===== src/hdl/fpp_pkg.sv =====
// ----------------------------------------------------------------------------
// fpp_pkg
// Shared types and constants of the length-prefixed frame parser.
// ----------------------------------------------------------------------------
package fpp_pkg;

  localparam int unsigned HEADER_LEN        = 8;
  localparam int unsigned COUNT_BITS_DEF    = 24;
  localparam int unsigned QUEUE_DEPTH_DEF   = 4;
  localparam int unsigned CFG_IDX_W         = 8;
  localparam int unsigned CFG_DATA_W        = 24;
  localparam int unsigned MAX_PAYLOAD_W     = 24;
  localparam int unsigned HDR_STORE_W       = 8 * (HEADER_LEN - 1);
  localparam int unsigned HDR_CNT_W         = $clog2(HEADER_LEN);

  localparam logic [MAX_PAYLOAD_W-1:0] MAX_PAYLOAD_RST = 24'(10 * 1024 * 1024);
  localparam logic [7:0]               VERSION_RST     = 8'd1;

  localparam logic [CFG_IDX_W-1:0] CFG_MAGIC_FIRST  = 8'd0;
  localparam logic [CFG_IDX_W-1:0] CFG_MAGIC_SECOND = 8'd1;
  localparam logic [CFG_IDX_W-1:0] CFG_VERSION      = 8'd2;
  localparam logic [CFG_IDX_W-1:0] CFG_MAX_PAYLOAD  = 8'd3;

  typedef enum logic [2:0] {
    ST_DATA        = 3'd0,
    ST_EMPTY       = 3'd1,
    ST_BAD_MAGIC   = 3'd2,
    ST_BAD_VERSION = 3'd3,
    ST_TOO_LARGE   = 3'd4
  } status_e;

  typedef struct packed {
    status_e    status;
    logic [7:0] payload_byte;
    logic [7:0] message_type;
    logic       last_of_message;
  } entry_t;

  typedef struct packed {
    logic full;
    logic empty;
  } q_stat_t;

endpackage


===== src/hdl/length_prefixed_frame_parser.sv =====
// ----------------------------------------------------------------------------
// length_prefixed_frame_parser
// Byte-stream parser for frames with an 8-byte header and a length prefix.
// ----------------------------------------------------------------------------
// Takes one byte per clock cycle with no gaps of its own making: every step
// is a byte shift, a set of header compares or a length decrement in the
// front end, and each result is registered in a queue entry and then in the
// output register. A four-entry queue parts the front end from the output
// register, so input keeps flowing while a result waits; input stalls only
// when that queue is full. After a bad header the block reports one error
// beat and then takes and drops every byte until reset. Configuration is
// written through the cfg channel, which is always ready.
module length_prefixed_frame_parser #(
  parameter int unsigned COUNT_BITS  = fpp_pkg::COUNT_BITS_DEF,
  parameter int unsigned QUEUE_DEPTH = fpp_pkg::QUEUE_DEPTH_DEF
) (
  input  logic                           clk_i,
  input  logic                           rst_ni,
  input  logic                           s_axis_tvalid,
  output logic                           s_axis_tready,
  input  logic [7:0]                     s_axis_tdata,   // [7:0] byte_in
  output logic                           m_axis_tvalid,
  input  logic                           m_axis_tready,
  output logic [7:0]                     m_axis_tdata,   // [7:0] payload_byte
  output logic [15:0]                    m_axis_tuser,   // [2:0] status, [10:3] message_type
  output logic                           m_axis_tlast,   // last_of_message
  input  logic                           cfg_valid_i,
  output logic                           cfg_ready_o,
  input  logic [fpp_pkg::CFG_IDX_W-1:0]  cfg_index_i,
  input  logic [fpp_pkg::CFG_DATA_W-1:0] cfg_data_i
);

  fpp_pkg::entry_t  push_entry, head_entry;
  fpp_pkg::q_stat_t q_stat;
  logic             push, pop;

  assign cfg_ready_o = 1'b1;

  fpp_front #(
    .COUNT_BITS (COUNT_BITS)
  ) u_front (
    .clk_i        (clk_i),
    .rst_ni       (rst_ni),
    .byte_valid_i (s_axis_tvalid),
    .byte_ready_o (s_axis_tready),
    .byte_i       (s_axis_tdata),
    .cfg_valid_i  (cfg_valid_i),
    .cfg_index_i  (cfg_index_i),
    .cfg_data_i   (cfg_data_i),
    .q_stat_i     (q_stat),
    .push_o       (push),
    .entry_o      (push_entry)
  );

  fpp_queue #(
    .DEPTH (QUEUE_DEPTH)
  ) u_queue (
    .clk_i   (clk_i),
    .rst_ni  (rst_ni),
    .push_i  (push),
    .entry_i (push_entry),
    .pop_i   (pop),
    .entry_o (head_entry),
    .stat_o  (q_stat)
  );

  fpp_back u_back (
    .clk_i       (clk_i),
    .rst_ni      (rst_ni),
    .entry_i     (head_entry),
    .q_stat_i    (q_stat),
    .pop_o       (pop),
    .out_valid_o (m_axis_tvalid),
    .out_ready_i (m_axis_tready),
    .out_data_o  (m_axis_tdata),
    .out_user_o  (m_axis_tuser),
    .out_last_o  (m_axis_tlast)
  );

  a_no_overflow: assert property (@(posedge clk_i) disable iff (!rst_ni)
    !(push && q_stat.full))
    else $error("queue push while full");

  a_error_is_final: assert property (@(posedge clk_i) disable iff (!rst_ni)
    (m_axis_tvalid && m_axis_tready &&
     (m_axis_tuser[2:0] == fpp_pkg::ST_BAD_MAGIC ||
      m_axis_tuser[2:0] == fpp_pkg::ST_BAD_VERSION ||
      m_axis_tuser[2:0] == fpp_pkg::ST_TOO_LARGE))
    |-> (q_stat.empty && !push))
    else $error("result queued after an error beat");

  a_last_kind: assert property (@(posedge clk_i) disable iff (!rst_ni)
    (m_axis_tvalid && m_axis_tlast) |->
    (m_axis_tuser[2:0] == fpp_pkg::ST_DATA || m_axis_tuser[2:0] == fpp_pkg::ST_EMPTY))
    else $error("tlast on an error beat");

endmodule


===== src/hdl/fpp_front.sv =====
// ----------------------------------------------------------------------------
// fpp_front
// Header collection, header checks, payload length tracking and the
// configuration registers; emits one queue entry per result-bearing byte.
// ----------------------------------------------------------------------------
module fpp_front #(
  parameter int unsigned COUNT_BITS = fpp_pkg::COUNT_BITS_DEF
) (
  input  logic                            clk_i,
  input  logic                            rst_ni,
  input  logic                            byte_valid_i,
  output logic                            byte_ready_o,
  input  logic [7:0]                      byte_i,
  input  logic                            cfg_valid_i,
  input  logic [fpp_pkg::CFG_IDX_W-1:0]   cfg_index_i,
  input  logic [fpp_pkg::CFG_DATA_W-1:0]  cfg_data_i,
  input  fpp_pkg::q_stat_t                q_stat_i,
  output logic                            push_o,
  output fpp_pkg::entry_t                 entry_o
);

  typedef enum logic [1:0] {
    PH_HEADER  = 2'd0,
    PH_PAYLOAD = 2'd1,
    PH_HALT    = 2'd2
  } phase_e;

  localparam logic [32:0] CNT_MAX = 33'((34'(1) << COUNT_BITS) - 34'(1));
  localparam logic [fpp_pkg::HDR_CNT_W-1:0] HDR_LAST =
    fpp_pkg::HDR_CNT_W'(fpp_pkg::HEADER_LEN - 1);

  phase_e                           phase_q, phase_d;
  logic [fpp_pkg::HDR_CNT_W-1:0]    hcnt_q, hcnt_d;
  logic [fpp_pkg::HDR_STORE_W-1:0]  hbytes_q, hbytes_d;
  logic [7:0]                       ctype_q, ctype_d;
  logic [COUNT_BITS-1:0]            remain_q, remain_d;

  logic [7:0]                         magic0_q, magic1_q, version_q;
  logic [fpp_pkg::MAX_PAYLOAD_W-1:0]  maxlen_q;

  logic        accept;
  logic [7:0]  h_b0, h_b1, h_b2, h_type;
  logic [31:0] h_len;
  logic        remain_last;

  assign byte_ready_o = !q_stat_i.full;
  assign accept       = byte_valid_i && byte_ready_o;

  assign h_b0        = hbytes_q[fpp_pkg::HDR_STORE_W-1 -: 8];
  assign h_b1        = hbytes_q[fpp_pkg::HDR_STORE_W-9 -: 8];
  assign h_b2        = hbytes_q[fpp_pkg::HDR_STORE_W-17 -: 8];
  assign h_type      = hbytes_q[31:24];
  assign h_len       = {hbytes_q[23:0], byte_i};
  assign remain_last = (remain_q <= COUNT_BITS'(1));

  always_comb begin
    phase_d  = phase_q;
    hcnt_d   = hcnt_q;
    hbytes_d = hbytes_q;
    ctype_d  = ctype_q;
    remain_d = remain_q;
    push_o   = 1'b0;
    entry_o  = '{status: fpp_pkg::ST_DATA, payload_byte: 8'd0,
                 message_type: ctype_q, last_of_message: 1'b0};
    if (accept) begin
      unique case (phase_q)
        PH_PAYLOAD: begin
          push_o                  = 1'b1;
          entry_o.payload_byte    = byte_i;
          entry_o.last_of_message = remain_last;
          if (remain_last) begin
            remain_d = '0;
            phase_d  = PH_HEADER;
          end else begin
            remain_d = remain_q - COUNT_BITS'(1);
          end
        end
        PH_HEADER: begin
          if (hcnt_q != HDR_LAST) begin
            hbytes_d = {hbytes_q[fpp_pkg::HDR_STORE_W-9:0], byte_i};
            hcnt_d   = hcnt_q + fpp_pkg::HDR_CNT_W'(1);
          end else begin
            hcnt_d               = '0;
            hbytes_d             = '0;
            entry_o.message_type = h_type;
            push_o               = 1'b1;
            priority if (h_b0 != magic0_q || h_b1 != magic1_q) begin
              entry_o.status = fpp_pkg::ST_BAD_MAGIC;
              phase_d        = PH_HALT;
            end else if (h_b2 != version_q) begin
              entry_o.status = fpp_pkg::ST_BAD_VERSION;
              phase_d        = PH_HALT;
            end else if (({1'b0, h_len} > {9'd0, maxlen_q}) ||
                         ({1'b0, h_len} > CNT_MAX)) begin
              entry_o.status = fpp_pkg::ST_TOO_LARGE;
              phase_d        = PH_HALT;
            end else if (h_len == 32'd0) begin
              ctype_d                 = h_type;
              entry_o.status          = fpp_pkg::ST_EMPTY;
              entry_o.last_of_message = 1'b1;
            end else begin
              ctype_d  = h_type;
              push_o   = 1'b0;
              remain_d = h_len[COUNT_BITS-1:0];
              phase_d  = PH_PAYLOAD;
            end
          end
        end
        PH_HALT: begin
        end
      endcase
    end
  end

  always_ff @(posedge clk_i or negedge rst_ni) begin
    if (!rst_ni) begin
      phase_q  <= PH_HEADER;
      hcnt_q   <= '0;
      hbytes_q <= '0;
      ctype_q  <= '0;
      remain_q <= '0;
    end else begin
      phase_q  <= phase_d;
      hcnt_q   <= hcnt_d;
      hbytes_q <= hbytes_d;
      ctype_q  <= ctype_d;
      remain_q <= remain_d;
    end
  end

  always_ff @(posedge clk_i or negedge rst_ni) begin
    if (!rst_ni) begin
      magic0_q  <= 8'd0;
      magic1_q  <= 8'd0;
      version_q <= fpp_pkg::VERSION_RST;
      maxlen_q  <= fpp_pkg::MAX_PAYLOAD_RST;
    end else if (cfg_valid_i) begin
      if (cfg_index_i == fpp_pkg::CFG_MAGIC_FIRST)  magic0_q  <= cfg_data_i[7:0];
      if (cfg_index_i == fpp_pkg::CFG_MAGIC_SECOND) magic1_q  <= cfg_data_i[7:0];
      if (cfg_index_i == fpp_pkg::CFG_VERSION)      version_q <= cfg_data_i[7:0];
      if (cfg_index_i == fpp_pkg::CFG_MAX_PAYLOAD) begin
        maxlen_q <= cfg_data_i[fpp_pkg::MAX_PAYLOAD_W-1:0];
      end
    end
  end

endmodule


===== src/hdl/fpp_queue.sv =====
// ----------------------------------------------------------------------------
// fpp_queue
// Short register queue between the header front end and the output stage.
// ----------------------------------------------------------------------------
module fpp_queue #(
  parameter int unsigned DEPTH = fpp_pkg::QUEUE_DEPTH_DEF
) (
  input  logic             clk_i,
  input  logic             rst_ni,
  input  logic             push_i,
  input  fpp_pkg::entry_t  entry_i,
  input  logic             pop_i,
  output fpp_pkg::entry_t  entry_o,
  output fpp_pkg::q_stat_t stat_o
);

  localparam int unsigned PTR_W = $clog2(DEPTH);
  localparam int unsigned CNT_W = $clog2(DEPTH + 1);
  localparam logic [PTR_W-1:0] PTR_LAST = PTR_W'(DEPTH - 1);

  fpp_pkg::entry_t   mem_q [DEPTH];
  logic [PTR_W-1:0]  wptr_q, wptr_d, rptr_q, rptr_d;
  logic [CNT_W-1:0]  cnt_q, cnt_d;

  assign stat_o.full  = (cnt_q == CNT_W'(DEPTH));
  assign stat_o.empty = (cnt_q == '0);
  assign entry_o      = mem_q[rptr_q];

  always_comb begin
    wptr_d = wptr_q;
    rptr_d = rptr_q;
    cnt_d  = cnt_q;
    if (push_i) begin
      wptr_d = (wptr_q == PTR_LAST) ? '0 : wptr_q + PTR_W'(1);
    end
    if (pop_i) begin
      rptr_d = (rptr_q == PTR_LAST) ? '0 : rptr_q + PTR_W'(1);
    end
    unique case ({push_i, pop_i})
      2'b10:   cnt_d = cnt_q + CNT_W'(1);
      2'b01:   cnt_d = cnt_q - CNT_W'(1);
      default: cnt_d = cnt_q;
    endcase
  end

  always_ff @(posedge clk_i or negedge rst_ni) begin
    if (!rst_ni) begin
      wptr_q <= '0;
      rptr_q <= '0;
      cnt_q  <= '0;
    end else begin
      wptr_q <= wptr_d;
      rptr_q <= rptr_d;
      cnt_q  <= cnt_d;
    end
  end

  always_ff @(posedge clk_i) begin
    if (push_i) mem_q[wptr_q] <= entry_i;
  end

endmodule


===== src/hdl/fpp_back.sv =====
// ----------------------------------------------------------------------------
// fpp_back
// Output register stage: drain the queue and present results as stream beats.
// ----------------------------------------------------------------------------
module fpp_back (
  input  logic             clk_i,
  input  logic             rst_ni,
  input  fpp_pkg::entry_t  entry_i,
  input  fpp_pkg::q_stat_t q_stat_i,
  output logic             pop_o,
  output logic             out_valid_o,
  input  logic             out_ready_i,
  output logic [7:0]       out_data_o,
  output logic [15:0]      out_user_o,
  output logic             out_last_o
);

  fpp_pkg::entry_t out_q;
  logic            valid_q, valid_d;

  assign pop_o = !q_stat_i.empty && (!valid_q || out_ready_i);

  always_comb begin
    valid_d = valid_q;
    if (pop_o) begin
      valid_d = 1'b1;
    end else if (out_ready_i) begin
      valid_d = 1'b0;
    end
  end

  always_ff @(posedge clk_i or negedge rst_ni) begin
    if (!rst_ni) begin
      valid_q <= 1'b0;
    end else begin
      valid_q <= valid_d;
    end
  end

  always_ff @(posedge clk_i) begin
    if (pop_o) out_q <= entry_i;
  end

  assign out_valid_o = valid_q;
  assign out_data_o  = out_q.payload_byte;
  assign out_user_o  = {5'd0, out_q.message_type, out_q.status};
  assign out_last_o  = out_q.last_of_message;

endmodule

===== config.mk =====
export PLATFORM = sky130hd
export DESIGN_NAME = length_prefixed_frame_parser
export DESIGN_NICKNAME = d
export VERILOG_FILES = /design/src/hdl/fpp_pkg.sv /design/src/hdl/length_prefixed_frame_parser.sv /design/src/hdl/fpp_front.sv /design/src/hdl/fpp_queue.sv /design/src/hdl/fpp_back.sv
export SDC_FILE = /design/constraint.sdc
export NUM_CORES = 1
export LEC_CHECK = 0
export BUFFER_PORTS_ARGS = -buffer_cell sky130_fd_sc_hd__buf_4
export CAP_MARGIN = 20
export CORE_AREA = 8 8 144 180
export DETAILED_ROUTE_END_ITERATION = 10
export DIE_AREA = 0 0 152 188
export PLACE_DENSITY_LB_ADDON = 0.05
export SKIP_LAST_GASP = 1
export SLEW_MARGIN = 20
export SYNTH_ARGS = -nofsm -noshare
export SYNTH_HDL_FRONTEND = slang
export SYNTH_SLANG_ARGS = --single-unit

===== constraint.sdc =====
create_clock -name clk_i -period 8.11 [get_ports clk_i]
set_input_delay 0.811 -clock clk_i [delete_from_list [all_inputs] [get_ports clk_i]]
set_output_delay 0.811 -clock clk_i [all_outputs]
set_load 0.005 [all_outputs]

# Yosys cells after proc, flatten, opt, wreduce, memory -nomap -nowiden
# Memory sizes are Yosys's and may differ from the RTL's. A register that Yosys moved wholly into a read port is not among the register bits.
# Cells that the tools add are included.
# W data, S select, Z words.
[word_totals] ff_bits=149 ramBits=80 in_bits=45 output_inout_bits=28 word_cells=114 memories=1
[memory_table] memory="u_queue.mem_q" depth=4 width=20 read_ports=1 rd_ports_with_merged_regs=1 wr=1 line="fpp_queue.sv:21" text="fpp_pkg::entry_t mem_q [DEPTH];"
[classes] add_sub_neg=6 order_cmp=3 eq_ne=20 n_mux=44 n_bitwise=4 n_reduce_logical=23
[op_table] cell="$mux W24" n=6
[op_table] cell="$mux W56" n=1
[op_table] cell="$pmux W24 S2" n=1
[op_table] cell="$gt A32 B24 Y1" n=1
[op_table] cell="$gt A32 B24 Y1 const B" n=1
[op_table] cell="$logic_not A32 Y1" n=1
[op_table] cell="$le A24 B1 Y1 const B" n=1
[op_table] cell="$ne A8 B8 Y1" n=3
[op_table] cell="$sub A24 B1 Y24 const B" n=1
[op_table] cell="$mux W20" n=1
[op_table] cell="$mux W3" n=6
[op_table] cell="$eq A8 B2 Y1 const B" n=2
[op_table] cell="$mux W2" n=8
[op_table] cell="$mux W8" n=2
[op_table] cell="$mux W1" n=14
[op_table] cell="$ne A2 B2 Y1 const B" n=5
[op_table] cell="$reduce_and A2 Y1" n=5
[op_table] cell="$mux W9" n=1
[op_table] cell="$eq A8 B1 Y1 const B" n=1
[op_table] cell="$logic_not A8 Y1" n=1
[op_table] cell="$reduce_and A7 Y1" n=1
[op_table] cell="$add A3 B1 Y3 const B" n=2
[op_table] cell="$eq A2 B2 Y1 const B" n=3
[op_table] cell="$pmux W3 S2" n=1
[op_table] cell="18 further kinds" n=31

# Depth between registers and ports, before layout
[logic_depth] ltp_word=10 ltp_mapped=15 depth_no_buf=15

# Hierarchy
# A second synthesis with hierarchy kept.
[unflattened] cells_unflattened=916 hier_area_um2=11418.5
[by_module_without_submodules] mod="fpp_front" n_inst=1 cells_per_inst=741 area_per_inst_um2=7407.1 seq_area_each_um2=3532.1
[by_module_without_submodules] mod="fpp_queue" n_inst=1 cells_per_inst=142 area_per_inst_um2=3308.2 seq_area_each_um2=2577.5
[by_module_without_submodules] mod="fpp_back" n_inst=1 cells_per_inst=31 area_per_inst_um2=691.9 seq_area_each_um2=625.6
[by_module_without_submodules] mod="length_prefixed_frame_parser" n_inst=1 cells_per_inst=2 area_per_inst_um2=11.3 seq_area_each_um2=0.0

# Least setup slack after synthesis
# OpenSTA, ideal clock, no wires.
[synth_timing] kind="input -> register" start="input s_axis_tdata[7]" end="register u_queue.cnt_q[2]" setup_ps=79 t_arrival_ps=3310 required_time_ps=8031 setup_slack_ps=4721 path_stages=14 n_path_buf=0 path_cell_list="ha_1 > nand2_1 > or4_1 > nor3_1 > mux2i_1 > o21ai_1 > a21oi_1 > inv_1 > ha_1 > inv_1 > fa_1 > xor2_1 > nor2_1 > xor2_1"
[synth_between] elab_chain_len=10 elab_cells_between_ends=15 classes_between="order compare: 2; eq/ne: 2; mux: 8; reduce/logical: 3"
[synth_lines] element="start: declaration" line="length_prefixed_frame_parser.sv:21" text="input logic [7:0] s_axis_tdata,"
[synth_lines] element="$gt A32 B24 Y1 (tied with other cells)" line="fpp_front.sv:93" text="end else if (({1'b0, h_len} > {9'd0, maxlen_q}) ||"
[synth_lines] element="$logic_or A1 B1 Y1 or $mux W1 (tied branches)" line="fpp_front.sv:93, fpp_front.sv:97"
[synth_lines] element="$mux W1 (*)" line="fpp_front.sv:93"
[synth_lines] element="$mux W1 (*)" line="fpp_front.sv:90" text="end else if (h_b2 != version_q) begin"
[synth_lines] element="$mux W1 (*)" line="fpp_front.sv:87" text="priority if (h_b0 != magic0_q || h_b1 != magic1_q) begin"
[synth_lines] element="$mux W1 (*)" line="fpp_front.sv:79" text="if (hcnt_q != HDR_LAST) begin"
[synth_lines] element="$pmux W1 S2 (*)" line="fpp_front.sv:66" text="unique case (phase_q)"
[synth_lines] element="$mux W1 (*)" line="fpp_front.sv:65" text="if (accept) begin"
[synth_lines] element="$eq A2 B1 Y1 or $eq A2 B2 Y1 (tied branches)" line="fpp_queue.sv:39" text="unique case ({push_i, pop_i})"
[synth_lines] element="$pmux W3 S2 or $reduce_bool A2 Y1 (tied branches)"
[synth_lines] element="end signal: assignment" line="fpp_queue.sv:54" text="cnt_q <= cnt_d;"
[synth_lines] element="end: declaration" line="fpp_queue.sv:23" text="logic [CNT_W-1:0] cnt_q, cnt_d;"
# Every way passes the cells marked *; elsewhere a longest branch is shown, timed or not.
# A chain may end at the register's enable or synchronous reset.

# Worst setup path after layout
[layout_timing] start="register u_front.hbytes_q[11] in the netlist's numbering" end="register u_queue.cnt_q[2]"
[layout_between] elab_chain_len=10 elab_cells_between_ends=15 classes_between="order compare: 2; eq/ne: 2; mux: 8; reduce/logical: 3"
[layout_lines] element="start: declaration" line="fpp_front.sv:34" text="logic [fpp_pkg::HDR_STORE_W-1:0] hbytes_q, hbytes_d;"
[layout_lines] element="start signal: assignment" line="fpp_front.sv:125" text="hbytes_q <= hbytes_d;"
[layout_lines] element="$gt A32 B24 Y1 (tied with other cells)" line="fpp_front.sv:93"
[layout_lines] element="$logic_or A1 B1 Y1 or $mux W1 (tied branches)" line="fpp_front.sv:93, fpp_front.sv:97"
[layout_lines] element="$mux W1 (*)" line="fpp_front.sv:93"
[layout_lines] element="$mux W1 (*)" line="fpp_front.sv:90"
[layout_lines] element="$mux W1 (*)" line="fpp_front.sv:87"
[layout_lines] element="$mux W1 (*)" line="fpp_front.sv:79"
[layout_lines] element="$pmux W1 S2 (*)" line="fpp_front.sv:66"
[layout_lines] element="$mux W1 (*)" line="fpp_front.sv:65"
[layout_lines] element="$eq A2 B1 Y1 or $eq A2 B2 Y1 (tied branches)" line="fpp_queue.sv:39"
[layout_lines] element="$pmux W3 S2 or $reduce_bool A2 Y1 (tied branches)"
# Marked as above.

==> metrics.yaml <==
status:
  run_status: "finished clean"
place:
  gp_congestion: 0.860
  placed_cell_area_um2: 12100
  dp_hpwl_um: 17200
  port_buffers: 66
worst_setup_path:
  crit_fanout: 7
  cp-end-kind: "register"
  path_class: "register to register"
  required_ns: 8.56
  arrival_ns: 4.16
  worst_setup_path_start_kind: "register"
logic_synthesis:
  yosysUniqueCellTypes: 57
  synth_fa_ha_area_share_pct: 3.94
  synth_warnings: 0
  synth_mux_area_share_pct: 10.4
  synth_compound_area_share_pct: 8.45
  syn_area_um2: 11300
  yosys_register_bits: 249
  synth_edf_count: 100
  synthXorXnorAreaFrac_pct: 2.09
  synth_top_flop_cell: "dfrtp_1"
  syn_inst: 933
  yosysSeqAreaShare_pct: 59.5
  synth-async-reset-ratio_pct: 59.8
  syn_avg_cell_area_um2: 12.1
  synth_top_family_by_area: "simple AND/OR/NAND/NOR gates"
  yosys.area_share.simple_pct: 12.4
clocking:
  cts_root_buf: "clkbuf_16"
  htree_levels: 1
  hold_buffers: 0
  tritoncts: "done"
  ctsResizeCount: 0
  numCtsBuffers: 26
  worstSkewPairLatency_ns: 0.53
  postCtsSetupBuffers: 0
  clockBufferDepth: 3
  clock-sinks: 249
  clk_pin_slew_ns: 0.06
layout:
  syn_to_final_growth_pct: 14.2
  layout_commonest_cell: "nand2_1"
  drive_gt1_share_pct: 21.6
  final_nets: 1071
  layout_common_cells: "nand2_1, dfrtp_1, edfxtp_1"
  fillCellCount: 1925
  antennaDiodeCount: 0
  fin_area_um2: 12900
power_and_ir_drop:
  ir_drop_uv: 182
  powerDensity_nw_per_um2: 309
  p_leak_nw: 5.58
grt:
  grt_use_total_pct: 18.3
  overflow: 0
  grt_pass1_vias: 7672
  grt_pass1_wl_um: 42300
  antenna_found_initial: 0
  grt_max_degree: 117
sta:
  totalNegativeSetupSlack_ns: 0
  slew_headroom_pct: 27.9
  final-hold-violation-count: 0
  worst_pin_slew_ns: 1.08
  rsz0062_at_grt: "false"
  finalSetupViolCount: 0
  skew_ns: 0.0165
  period_minus_slack_ns: 3.71
  slew_viol_final: 0
  whs_ns: 0.333
  max_freq_ghz: 0.269
  fin_crit_sh_pct: 45.8
route:
  drt_wl_total_um: 25600
  antenna_left: 0
  drt_first_pass_iters: 5
  drc: 0
  via_count: 7313
  routed_via_density: 5.61
  initialDrtViolationCount: 392
  avgRoutedWirePerCell_um: 19.7
die:
  ios: 73
  dieArea_um2: 28600
  core_region_area_um2: 23300
  die_h_um: 188
  die_x_um: 152
  core.rowCount: 63
  initial_core_util_pct: 48.7
flow_run:
  maxCapViolations: 0
min_path:
  hp-class: "input port to async pin"
[area by class of cell]
class	count	area [um^2]	area share, %
Sequential cell	249	6740	52.1
Timing Repair Buffer	73	552	4.27
Clock buffer	38	736	5.69
Inverter	38	143	1.10
Tap cell	292	365	2.83
Clock inverter	10	133	1.03
Multi-Input combinational cell	603	4260	33.0
[path summary, 6_finish.rpt]
| check | slack [ns] | from | cells past startpoint | endpoint |
|---|---|---|---|---|
| worst max-delay path | 4.40 | u_front.hbytes_q[11] | 14 | u_queue.cnt_q[2] |
| worst min-delay path | 0.33 | rst_ni | 1 | u_back.out_valid_o |
| worst max register to register | 4.40 | u_front.hbytes_q[11] | 14 | u_queue.cnt_q[2] |
| worst min register to register | 0.50 | u_queue.cnt_q[0] | 1 | u_queue.cnt_q[0] |
| max in group asynchronous | 6.43 | rst_ni | 2 | u_front.hbytes_q[15] |
| min in group clk_i | 0.49 | m_axis_tready | 2 | u_back.out_valid_o |
[kinds of logic (layout without fill, tap and decap cells)]
logic type	Yosys count	after routing
and+or+nand+nor	300	300
DFF	249	249
AOI/OAI and AO/OA	150	150
muxes	85	85
buffers and inverters	85	159
adders and majority gates	35	35
xor gates and xnor gates	27	27
other	2	6
[per-stage QoR]
stage,total power [W],setup WS (ns),cells,utilization [%]
floorplan,0.00243,4.72,937,-
global placement,0.00281,4.06,1255,51.8
detailed placement,0.00283,3.99,1255,51.9
CTS,0.00405,4.31,1303,55.6
global route,0.00424,4.02,1303,55.6
finish,0.00399,4.40,1303,55.6
[cells in the mapped netlist, drive strengths merged (3+ instances only)]
cell	count	area, um^2
a21oi	30	150
a22oi	9	67.6
and2	6	40.0
and3	9	56.3
buf	17	103
clkbuf	30	113
dfrtp	146	3650
dfstp	3	78.8
edfxtp	100	3000
ha	34	425
inv	38	143
mux2	62	698
mux2i	3	30.0
mux4	20	450
nand2	178	668
nand3	17	85.1
nand4	9	56.3
nor2	23	88.8
nor3	15	75.1
nor4	21	153
o211ai	12	90.1
o21ai	64	320
o221ai	21	209
or2	3	21.3
or3	5	31.3
or4	6	52.6
xor2	26	228
[sequential cells by signal, indices dropped and copies added, names as in the netlist]
| register | cells |
|---|---|
| u_front.version_q | 8 |
| u_queue.rptr_q | 2 |
| u_back.out_last_o | 1 |
| u_front.hcnt_q | 3 |
| u_front.maxlen_q | 24 |
| u_front.magic0_q | 8 |
| u_back.out_valid_o | 1 |
| u_queue.mem_q | 80 |
| u_queue.cnt_q | 3 |
| u_front.hbytes_q | 56 |
| u_front.remain_q | 24 |
| u_back.out_data_o | 8 |
| u_back.out_user_o | 11 |
| u_front.magic1_q | 8 |
| u_front.ctype_q | 8 |
| u_queue.wptr_q | 2 |
| u_front.phase_q | 2 |
[worst max-delay path, stage by stage, from the launching register on]
cell and delay [ns]:
dfrtp_1 0.56, ha_1 0.34, a21oi_1 0.16, a31oi_1 0.11, a2111oi_2 0.40, o21ai_0 0.20
o21ai_1 0.42, a21oi_1 0.27, inv_1 0.13, ha_1 0.18, inv_1 0.07, fa_1 0.38
xor2_1 0.15, nor2_1 0.11, xor2_1 0.14
[where the power goes]
| group | switching (W) | internal, W | total (W) | leakage, nW |
|---|---|---|---|---|
| registers | 0.000244 | 0.00154 | 0.00179 | 2.83 |
| logic | 0.000562 | 0.000439 | 0.00100 | 2.33 |
| clock network | 0.000478 | 0.000723 | 0.00120 | 0.424 |
[per-layer routing]
layer  up-vias  track usage, %  wire length (um)
met1      3608            23.4             11200
li1       3498               -                 -
met3        36            3.32              1420
met5         -               0                 0
met4         0            6.09               526
met2       171            30.7             12400
Note: power is estimated with default switching activity, not from simulation.
